File: src/lsp_pkg.sv
`default_nettype none
// ----------------------------------------------------------------------------
// lsp_pkg
// Types, pattern codes and colour constants of the LED status pattern
// generator, and the brightness scaling function.
// ----------------------------------------------------------------------------
package lsp_pkg;

	// request codes
	localparam logic OP_TICK   = 1'b0;
	localparam logic OP_SELECT = 1'b1;

	// pattern codes
	localparam logic [2:0] PAT_IDLE       = 3'd0;
	localparam logic [2:0] PAT_RECORDING  = 3'd1;
	localparam logic [2:0] PAT_PROCESSING = 3'd2;
	localparam logic [2:0] PAT_SPEAKING   = 3'd3;
	localparam logic [2:0] PAT_REMINDER   = 3'd4;
	localparam logic [2:0] PAT_OFF        = 3'd5;

	localparam logic [31:0] TICK_PERIOD_MS = 32'd50;
	localparam int          MAX_FRAME      = 16;

	localparam logic [7:0] FULL_LEVEL  = 8'd255;
	localparam logic [7:0] IDLE_BASE   = 8'd20;
	localparam logic [7:0] PROC_BASE   = 8'd100;
	localparam logic [7:0] PROC_SLOPE  = 8'd15;
	localparam logic [7:0] CHASE_ON    = 8'd255;
	localparam logic [7:0] CHASE_DIM   = 8'd30;

	// frame description handed from front to back
	typedef struct packed {
		logic       chase;
		logic [7:0] r;
		logic [7:0] g;
		logic [7:0] b;
		logic [7:0] level;
	} frame_t;

	typedef struct packed {
		logic full;
		logic empty;
	} q_stat_t;

	// c * level / 255, truncated; exact for all 16-bit products
	function automatic logic [7:0] scale(input logic [7:0] c, input logic [7:0] level);
		logic [15:0] prod;
		logic [15:0] sum;
		prod = c * level;
		sum  = prod + {8'd0, prod[15:8]} + 16'd1;
		return sum[15:8];
	endfunction

endpackage
`default_nettype wire

File: src/lsp_queue.sv
`default_nettype none
// ----------------------------------------------------------------------------
// lsp_queue
// Two-entry queue of frame descriptions between front and back.
// ----------------------------------------------------------------------------
module lsp_queue import lsp_pkg::*; #(
	parameter int W = 33
) (
	input  wire logic         clk,
	input  wire logic         arst_n,
	input  wire logic         wr_en,
	input  wire logic [W-1:0] wr_data,
	input  wire logic         rd_en,
	output logic      [W-1:0] rd_data,
	output q_stat_t           stat
);

	logic [W-1:0] mem_q [2];
	logic         wr_ptr_q;
	logic         rd_ptr_q;
	logic [1:0]   count_q;

	assign stat.full  = (count_q == 2'd2);
	assign stat.empty = (count_q == 2'd0);
	assign rd_data    = mem_q[rd_ptr_q];

	always_ff @(posedge clk or negedge arst_n) begin
		if (!arst_n) begin
			wr_ptr_q <= 1'b0;
			rd_ptr_q <= 1'b0;
			count_q  <= 2'd0;
		end else begin
			if (wr_en)
				wr_ptr_q <= ~wr_ptr_q;
			if (rd_en)
				rd_ptr_q <= ~rd_ptr_q;
			if (wr_en && !rd_en)
				count_q <= count_q + 2'd1;
			else if (rd_en && !wr_en)
				count_q <= count_q - 2'd1;
		end
	end

	// store
	always_ff @(posedge clk) begin
		if (wr_en)
			mem_q[wr_ptr_q] <= wr_data;
	end

endmodule
`default_nettype wire

File: src/lsp_front.sv
`default_nettype none
// ----------------------------------------------------------------------------
// lsp_front
// Accepts requests, keeps pattern, step and timing state, and turns each
// request that draws into a frame description for the queue.
// ----------------------------------------------------------------------------
module lsp_front import lsp_pkg::*; #(
	parameter int NUM_LEDS = 16,
	parameter int LIT_W    = 4
) (
	input  wire logic             clk,
	input  wire logic             arst_n,
	input  wire logic             push,
	input  wire logic             operation,
	input  wire logic [31:0]      now_ms,
	input  wire logic [2:0]       pattern,
	input  wire q_stat_t          q_stat,
	output logic                  q_push,
	output frame_t                q_frame,
	output logic      [LIT_W-1:0] q_lit
);

	logic [2:0]       pattern_q;
	logic [31:0]      step_q;
	logic [31:0]      last_ms_q;
	logic [5:0]       m60_q;    // step mod 60
	logic [4:0]       m20_q;    // step mod 20
	logic [LIT_W-1:0] lit_q;    // step mod NUM_LEDS

	logic        accept;
	logic        due;
	logic        wrap;
	logic        emit;
	logic [31:0] elapsed;
	logic [7:0]  idle_lvl;
	logic [7:0]  proc_lvl;

	assign accept  = push && !q_stat.full;
	assign elapsed = now_ms - last_ms_q;
	assign due     = (elapsed >= TICK_PERIOD_MS);
	assign wrap    = (step_q == 32'hFFFF_FFFF);

	always_comb begin
		if (m60_q < 6'd30)
			idle_lvl = IDLE_BASE + {m60_q, 2'b00};
		else
			idle_lvl = IDLE_BASE + {(6'd60 - m60_q), 2'b00};
		if (m20_q < 5'd10)
			proc_lvl = PROC_BASE + 8'({3'd0, m20_q} * PROC_SLOPE);
		else
			proc_lvl = PROC_BASE + 8'({3'd0, (5'd20 - m20_q)} * PROC_SLOPE);
	end

	// classify the request
	always_comb begin
		emit          = 1'b0;
		q_frame.chase = 1'b0;
		q_frame.r     = 8'd0;
		q_frame.g     = 8'd0;
		q_frame.b     = 8'd0;
		q_frame.level = FULL_LEVEL;
		if (operation == OP_SELECT) begin
			emit = (pattern == PAT_OFF);
		end else if (due) begin
			case (pattern_q)
				PAT_IDLE: begin
					emit          = 1'b1;
					q_frame.g     = 8'd50;
					q_frame.b     = 8'd150;
					q_frame.level = idle_lvl;
				end
				PAT_RECORDING: begin
					emit      = 1'b1;
					q_frame.g = 8'd200;
					q_frame.b = 8'd200;
				end
				PAT_PROCESSING: begin
					emit          = 1'b1;
					q_frame.r     = 8'd255;
					q_frame.g     = 8'd200;
					q_frame.level = proc_lvl;
				end
				PAT_SPEAKING: begin
					emit          = 1'b1;
					q_frame.chase = 1'b1;
				end
				PAT_REMINDER: begin
					emit = 1'b1;
					if (m20_q >= 5'd10)
						q_frame.r = 8'd255;
				end
				default: begin
					emit = 1'b0;
				end
			endcase
		end
	end

	assign q_push = accept && emit;
	assign q_lit  = lit_q;

	always_ff @(posedge clk or negedge arst_n) begin
		if (!arst_n) begin
			pattern_q <= PAT_IDLE;
			step_q    <= 32'd0;
			last_ms_q <= 32'd0;
			m60_q     <= 6'd0;
			m20_q     <= 5'd0;
			lit_q     <= '0;
		end else if (accept) begin
			if (operation == OP_SELECT) begin
				pattern_q <= pattern;
				step_q    <= 32'd0;
				m60_q     <= 6'd0;
				m20_q     <= 5'd0;
				lit_q     <= '0;
			end else if (due) begin
				last_ms_q <= now_ms;
				step_q    <= step_q + 32'd1;
				// advance residues, restart all of them when the count wraps
				if (wrap || m60_q == 6'd59)
					m60_q <= 6'd0;
				else
					m60_q <= m60_q + 6'd1;
				if (wrap || m20_q == 5'd19)
					m20_q <= 5'd0;
				else
					m20_q <= m20_q + 5'd1;
				if (wrap || lit_q == LIT_W'(NUM_LEDS - 1))
					lit_q <= '0;
				else
					lit_q <= lit_q + 1'b1;
			end
		end
	end

endmodule
`default_nettype wire

File: src/lsp_back.sv
`default_nettype none
// ----------------------------------------------------------------------------
// lsp_back
// Takes frame descriptions from the queue, scales the colour once per frame
// and emits one pixel per cycle through an output register while it is free.
// ----------------------------------------------------------------------------
module lsp_back import lsp_pkg::*; #(
	parameter int NUM_LEDS = 16,
	parameter int LIT_W    = 4
) (
	input  wire logic             clk,
	input  wire logic             arst_n,
	input  wire q_stat_t          q_stat,
	input  wire frame_t           q_frame,
	input  wire logic [LIT_W-1:0] q_lit,
	output logic                  q_pop,
	input  wire logic             pop,
	output logic                  empty,
	output logic      [3:0]       pixel_index,
	output logic      [7:0]       red,
	output logic      [7:0]       green,
	output logic      [7:0]       blue,
	output logic                  last_pixel
);

	localparam int         FRAME_LEN = (NUM_LEDS < MAX_FRAME) ? NUM_LEDS : MAX_FRAME;
	localparam logic [3:0] LAST_IDX  = 4'(FRAME_LEN - 1);

	logic             busy_s1;
	logic             chase_s1;
	logic [7:0]       r_s1;
	logic [7:0]       g_s1;
	logic [7:0]       b_s1;
	logic [LIT_W-1:0] lit_s1;
	logic [3:0]       idx_s1;

	logic       valid_q;
	logic [3:0] pixel_index_q;
	logic [7:0] red_q;
	logic [7:0] green_q;
	logic [7:0] blue_q;
	logic       last_q;

	logic out_free;
	logic fire;
	logic done;
	logic lit_hit;

	assign out_free = !valid_q || pop;
	assign fire     = busy_s1 && out_free;
	assign done     = fire && (idx_s1 == LAST_IDX);
	assign q_pop    = !q_stat.empty && (!busy_s1 || done);
	assign lit_hit  = ({{LIT_W{1'b0}}, idx_s1} == {4'd0, lit_s1});

	always_ff @(posedge clk or negedge arst_n) begin
		if (!arst_n) begin
			busy_s1 <= 1'b0;
			idx_s1  <= 4'd0;
			valid_q <= 1'b0;
		end else begin
			if (q_pop) begin
				busy_s1 <= 1'b1;
				idx_s1  <= 4'd0;
			end else if (done) begin
				busy_s1 <= 1'b0;
			end else if (fire) begin
				idx_s1 <= idx_s1 + 4'd1;
			end
			if (out_free)
				valid_q <= busy_s1;
		end
	end

	// frame colours and pixel payload
	always_ff @(posedge clk) begin
		if (q_pop) begin
			chase_s1 <= q_frame.chase;
			r_s1     <= scale(q_frame.r, q_frame.level);
			g_s1     <= scale(q_frame.g, q_frame.level);
			b_s1     <= scale(q_frame.b, q_frame.level);
			lit_s1   <= q_lit;
		end
		if (fire) begin
			pixel_index_q <= idx_s1;
			last_q        <= (idx_s1 == LAST_IDX);
			if (chase_s1) begin
				red_q   <= 8'd0;
				green_q <= lit_hit ? CHASE_ON : CHASE_DIM;
				blue_q  <= 8'd0;
			end else begin
				red_q   <= r_s1;
				green_q <= g_s1;
				blue_q  <= b_s1;
			end
		end
	end

	assign empty       = !valid_q;
	assign pixel_index = pixel_index_q;
	assign red         = red_q;
	assign green       = green_q;
	assign blue        = blue_q;
	assign last_pixel  = last_q;

endmodule
`default_nettype wire

File: src/led_status_pattern_generator.sv
`default_nettype none
// ----------------------------------------------------------------------------
// led_status_pattern_generator
// Status animations for a strip of NUM_LEDS pixels, one pixel per result.
// ----------------------------------------------------------------------------
// Push a request with operation = tick (0) and the time in now_ms, or with
// operation = select (1) and a pattern code. A select stores the pattern and
// restarts the animation; selecting off sends one all-black frame. A tick at
// least 50 ms after the last update sends one frame for the current pattern:
// blue breathing, steady cyan, amber breathing, green chase or red blink;
// under off or a spare code it sends nothing but still records the time and
// steps the animation. A frame is min(NUM_LEDS, 16) pixels, delivered one per
// clock cycle at best, a rate that the pixel emitter in the back end sets.
// Requests that draw nothing are taken at one per cycle while full is low. A
// two-frame queue parts the request side from the pixel side, so full rises
// only while two frames wait behind the one being sent. last_pixel marks the
// final pixel of every frame.
// ----------------------------------------------------------------------------
module led_status_pattern_generator import lsp_pkg::*; #(
	parameter int NUM_LEDS = 16
) (
	input  wire logic        clk,
	input  wire logic        arst_n,
	input  wire logic        push,
	output logic             full,
	input  wire logic        operation,
	input  wire logic [31:0] now_ms,
	input  wire logic [2:0]  pattern,
	output logic             empty,
	input  wire logic        pop,
	output logic      [3:0]  pixel_index,
	output logic      [7:0]  red,
	output logic      [7:0]  green,
	output logic      [7:0]  blue,
	output logic             last_pixel
);

	// chase position width, at least one bit for a single-pixel strip
	localparam int LIT_W     = (NUM_LEDS > 1) ? $clog2(NUM_LEDS) : 1;
	localparam int QW        = $bits(frame_t) + LIT_W;
	localparam int FRAME_LEN = (NUM_LEDS < MAX_FRAME) ? NUM_LEDS : MAX_FRAME;

	q_stat_t          q_stat;
	logic             q_push;
	logic             q_pop;
	frame_t           wr_frame;
	logic [LIT_W-1:0] wr_lit;
	logic [QW-1:0]    rd_data;
	frame_t           rd_frame;
	logic [LIT_W-1:0] rd_lit;

	// hold requests back only while the queue has no room
	assign full = q_stat.full;

	// front: take requests, advance the animation state, describe frames
	lsp_front #(
		.NUM_LEDS (NUM_LEDS),
		.LIT_W    (LIT_W)
	) u_front (
		.clk       (clk),
		.arst_n    (arst_n),
		.push      (push),
		.operation (operation),
		.now_ms    (now_ms),
		.pattern   (pattern),
		.q_stat    (q_stat),
		.q_push    (q_push),
		.q_frame   (wr_frame),
		.q_lit     (wr_lit)
	);

	// queue of pending frames
	lsp_queue #(
		.W (QW)
	) u_queue (
		.clk     (clk),
		.arst_n  (arst_n),
		.wr_en   (q_push),
		.wr_data ({wr_frame, wr_lit}),
		.rd_en   (q_pop),
		.rd_data (rd_data),
		.stat    (q_stat)
	);

	assign rd_frame = frame_t'(rd_data[QW-1:LIT_W]);
	assign rd_lit   = rd_data[LIT_W-1:0];

	// back: scale colours and drop pixels into the output register
	lsp_back #(
		.NUM_LEDS (NUM_LEDS),
		.LIT_W    (LIT_W)
	) u_back (
		.clk         (clk),
		.arst_n      (arst_n),
		.q_stat      (q_stat),
		.q_frame     (rd_frame),
		.q_lit       (rd_lit),
		.q_pop       (q_pop),
		.pop         (pop),
		.empty       (empty),
		.pixel_index (pixel_index),
		.red         (red),
		.green       (green),
		.blue        (blue),
		.last_pixel  (last_pixel)
	);

`ifndef SYNTHESIS
	// the frame-end mark sits exactly on the final pixel index
	a_last_mark: assert property (@(posedge clk) disable iff (!arst_n)
		!empty |-> (last_pixel == (pixel_index == 4'(FRAME_LEN - 1))))
		else $error("last_pixel does not match the final pixel index");

	// within a frame, pixels follow one another without a gap
	a_pixel_order: assert property (@(posedge clk) disable iff (!arst_n)
		(pop && !empty && !last_pixel) ##1 !empty
		|-> (pixel_index == $past(pixel_index) + 4'd1))
		else $error("pixel index skipped within a frame");
`endif

endmodule
`default_nettype wire
File: config.mk
export PLATFORM = sky130hd
export DESIGN_NAME = led_status_pattern_generator
export DESIGN_NICKNAME = d
export VERILOG_FILES = /design/src/lsp_pkg.sv /design/src/lsp_queue.sv /design/src/lsp_front.sv /design/src/lsp_back.sv /design/src/led_status_pattern_generator.sv
export SDC_FILE = /design/constraint.sdc
export NUM_CORES = 1
export LEC_CHECK = 0
export BUFFER_PORTS_ARGS = -buffer_cell sky130_fd_sc_hd__buf_2
export CAP_MARGIN = 15
export CORE_MARGIN = 1.5
export CORE_UTILIZATION = 46
export DETAILED_ROUTE_END_ITERATION = 10
export GPL_ROUTABILITY_DRIVEN = 0
export PLACE_DENSITY = 0.64
export SYNTH_ARGS = -nofsm -noshare
export SYNTH_HDL_FRONTEND = slang
export SYNTH_HIERARCHICAL = 1
export SYNTH_SLANG_ARGS = --single-unit
File: constraint.sdc
create_clock -name clk -period 8.83 [get_ports clk]
set_clock_uncertainty 0.2 [all_clocks]
set_input_delay 0.883 -clock clk [delete_from_list [all_inputs] [get_ports clk]]
set_output_delay 0.883 -clock clk [all_outputs]
set_load 0.02 [all_outputs]
==> flow_metrics.py <==
metrics = {
    "yosys": {
        "synthXorXnorAreaFrac": 0.0447,
        "synthSimpleGateAreaFrac": 0.173,
        "postSynthCellCount": 2168,
        "yosys_register_bits": 224,
        "synth_area_leaders": "edfxtp_1 19%, ha_1 12%, fa_1 12%, dfrtp_1 11%, and2_1 5.1%",
        "ys_async_sr_fraction": 0.411,
        "synth_top_flop_cell": "edfxtp_1",
        "synth_edf_count": 132,
        "synthTopCellsByCount": "251 x inv_1, 200 x ha_1, 171 x and2_1",
        "synth.most_common_cell": "inv_1",
        "synth_area_mm2": 0.0210,
        "synth_top_family_by_area": "adder cells",
        "synth_top_area_frac": 0.189,
        "synthAdderAreaFrac": 0.237,
        "ys_seq_area_frac": 0.298,
        "syn_avg_cell_area_um2": 9.69,
        "synthMuxAreaShare": 0.0294,
        "ys_warn_count": 6,
        "yosysTopAreaCell": "edfxtp_1",
        "synth_compound_area_frac": 0.148,
        "synth_cell_types": 104,
    },
    "timing": {
        "rsz0062_at_grt": "false",
        "finalHoldViolCount": 0,
        "hold_ws_ps": 131,
        "fmax_mhz": 133,
        "worst_pin_slew_ps": 1170,
        "setup_viol": 0,
        "relSlewSlack": 0.209,
        "min_period_over_period": 0.854,
        "slew_violations": 0,
        "setup_tns_ps": 0,
        "min_period_ps": 7540,
    },
    "hold_path": {
        "min_path_type": "input pin to asynchronous set/reset pin",
    },
    "clock_tree": {
        "post_cts_resized": 0,
        "path_clk_slew_ps": 60,
        "clk_latency_ps": 560,
        "cts_buffer_depth": 3,
        "cts_root_buffer": "clkbuf_16",
        "ctsHoldBuffers": 0,
        "cts_max_level": 1,
        "post-cts-setup-buffers": 0,
        "cts_made_buffers": 27,
        "cts_tree": "yes",
        "cts.sinks": 224,
    },
    "setup_path": {
        "crit_type": "flip-flop to flip-flop",
        "cp_top_family": "adder cells",
        "crit_slowest_cell": "dfrtp_2",
        "crit_path_frequent_cell": "fa_1",
        "cp-end-kind": "flip-flop",
        "crit_arrival_ps": 7630,
        "cp_slowest_stage_delay_ps": 860,
        "path_cells": "mux2_4 > and2_1 > fa_1 > fa_1 > fa_1 > inv_1 > fa_1 > inv_1 > ha_1 > and3_1 > a221oi_1 > a21oi_1 > xor2_1 > ha_1 > a21oi_1 > o2111ai_1 > a41o_1 > maj3_1 > a31oi_1 > nor2_1 > xor2_1",
        "cp-start-kind": "flip-flop",
        "required_ps": 8920,
        "worst-path-buf-inv": 2,
        "path_max_fanout": 29,
    },
    "layout": {
        "antenna_cells": 0,
        "fillers": 4154,
        "area_growth_pct": 7.64,
        "seq_area_mm2": 0.00627,
        "drive_gt1_frac": 0.106,
        "largest-register": "u_queue/mem_q",
        "multi_input_area_mm2": 0.0133,
        "largestRegisters": "u_queue/mem_q x74, u_front/last_ms_q x32, u_front/step_q x32",
        "largest_reg_flops": 74,
        "final_nets": 2553,
    },
    "placed_design": {
        "portBuffers": 70,
        "dpl.hpwl_um": 33900,
    },
    "detailed_routing": {
        "routed_wl_um": 45900,
        "routed_via_density": 5.62,
        "drt_drc_violations_left": 0,
        "wire_per_inst_um": 16.3,
        "dr.first_iter.drc_count": 875,
        "vias": 15811,
        "firstDrtPassIters": 5,
        "final_antenna_net_count": 0,
    },
    "grt": {
        "grt_max_degree": 59,
        "grt_use_total": 0.198,
        "grt_pass1_vias": 15975,
        "antenna_found_initial": 1,
        "grt_pass1_wl_um": 77800,
        "grt-ovfl-total": 0,
    },
    "die": {
        "dieWidth_um": 217,
        "row_count": 78,
        "start_util": 0.465,
        "fp.dieH_um": 217,
        "die-area_mm2": 0.0470,
        "core_region_area_mm2": 0.0452,
        "io_pins": 71,
    },
    "run": {
        "max_cap_violations": 0,
    },
    "outcome": {
        "status": "completed",
    },
}
==> worst paths after layout <==
| kind | endpoint | startpoint | depth (start not counted) | slack, ps |
|---|---|---|---|---|
| worst max register to register | u_back/b_s1[2] | u_queue/rd_ptr_q | 21 | 1290 |
| worst min register to register | u_front/step_q[16] | u_front/step_q[16] | 1 | 280 |
| worst min-delay path | u_front/last_ms_q[8] | arst_n | 1 | 130 |
| max in group asynchronous | u_front/m60_q[0] | arst_n | 2 | 7190 |
| min in group clk | u_front/step_q[16] | u_front/step_q[16] | 1 | 280 |
| worst max-delay path | u_back/b_s1[2] | u_queue/rd_ptr_q | 21 | 1290 |
==> layout make-up <==
cell class                 instances  share of cell area
sequential                       224               0.277
multi-input combinational       1600               0.590
timing repair buffer              85              0.0206
clock inverter                    16             0.00586
clock buffer                      34              0.0319
tap                              600              0.0332
inverter                         252              0.0418
==> cell usage in the layout (no fill, tap or decap), drive strengths merged, types with 17 or more instances in the layout <==
cell type / instances
nand3: 83
nor3: 26
clkbuf: 34
o21ai: 112
dfrtp: 92
nand2b: 18
o211ai: 26
ha: 200
a21oi: 92
xor2: 42
xnor2: 57
nor2: 78
edfxtp: 132
nand2: 156
buf: 85
inv: 254
o21a: 18
fa: 123
mux2: 42
a21o: 28
and2: 171
nor2b: 30
nand4: 30
a31oi: 17
==> cells by family after synthesis <==
kind of cell	count (synthesis)
flops	224
buf+inv	347
simple gates	677
compound gates	444
other cells	1
xor+xnor	101
fa+ha+maj	325
mux	49
==> stage by stage <==
step | utilization | worst slack (ps) | instances | area, um2
after detailed placement | 0.482 | 1260 | 2761 | 21800
after CTS | 0.501 | 1240 | 2811 | 22600
after global placement | 0.482 | 1440 | 2761 | 21800
after global routing | 0.501 | 895 | 2811 | 22600
after floorplan | - | 1910 | 2171 | 21000
final | 0.501 | 1290 | 2811 | 22600
==> routing by layer <==
| layer | up-vias | wire length [um] | GRT usage |
|---|---|---|---|
| li1 | 7618 | - | - |
| met1 | 7739 | 20400 | 0.253 |
| met2 | 352 | 22200 | 0.347 |
| met3 | 100 | 1810 | 0.0223 |
| met4 | 2 | 1430 | 0.0669 |
| met5 | - | 12 | 0 |
Power is left out: the tool's default activity adds up to more than one toggle a clock period on the data nets, which glitch-free logic cannot reach.
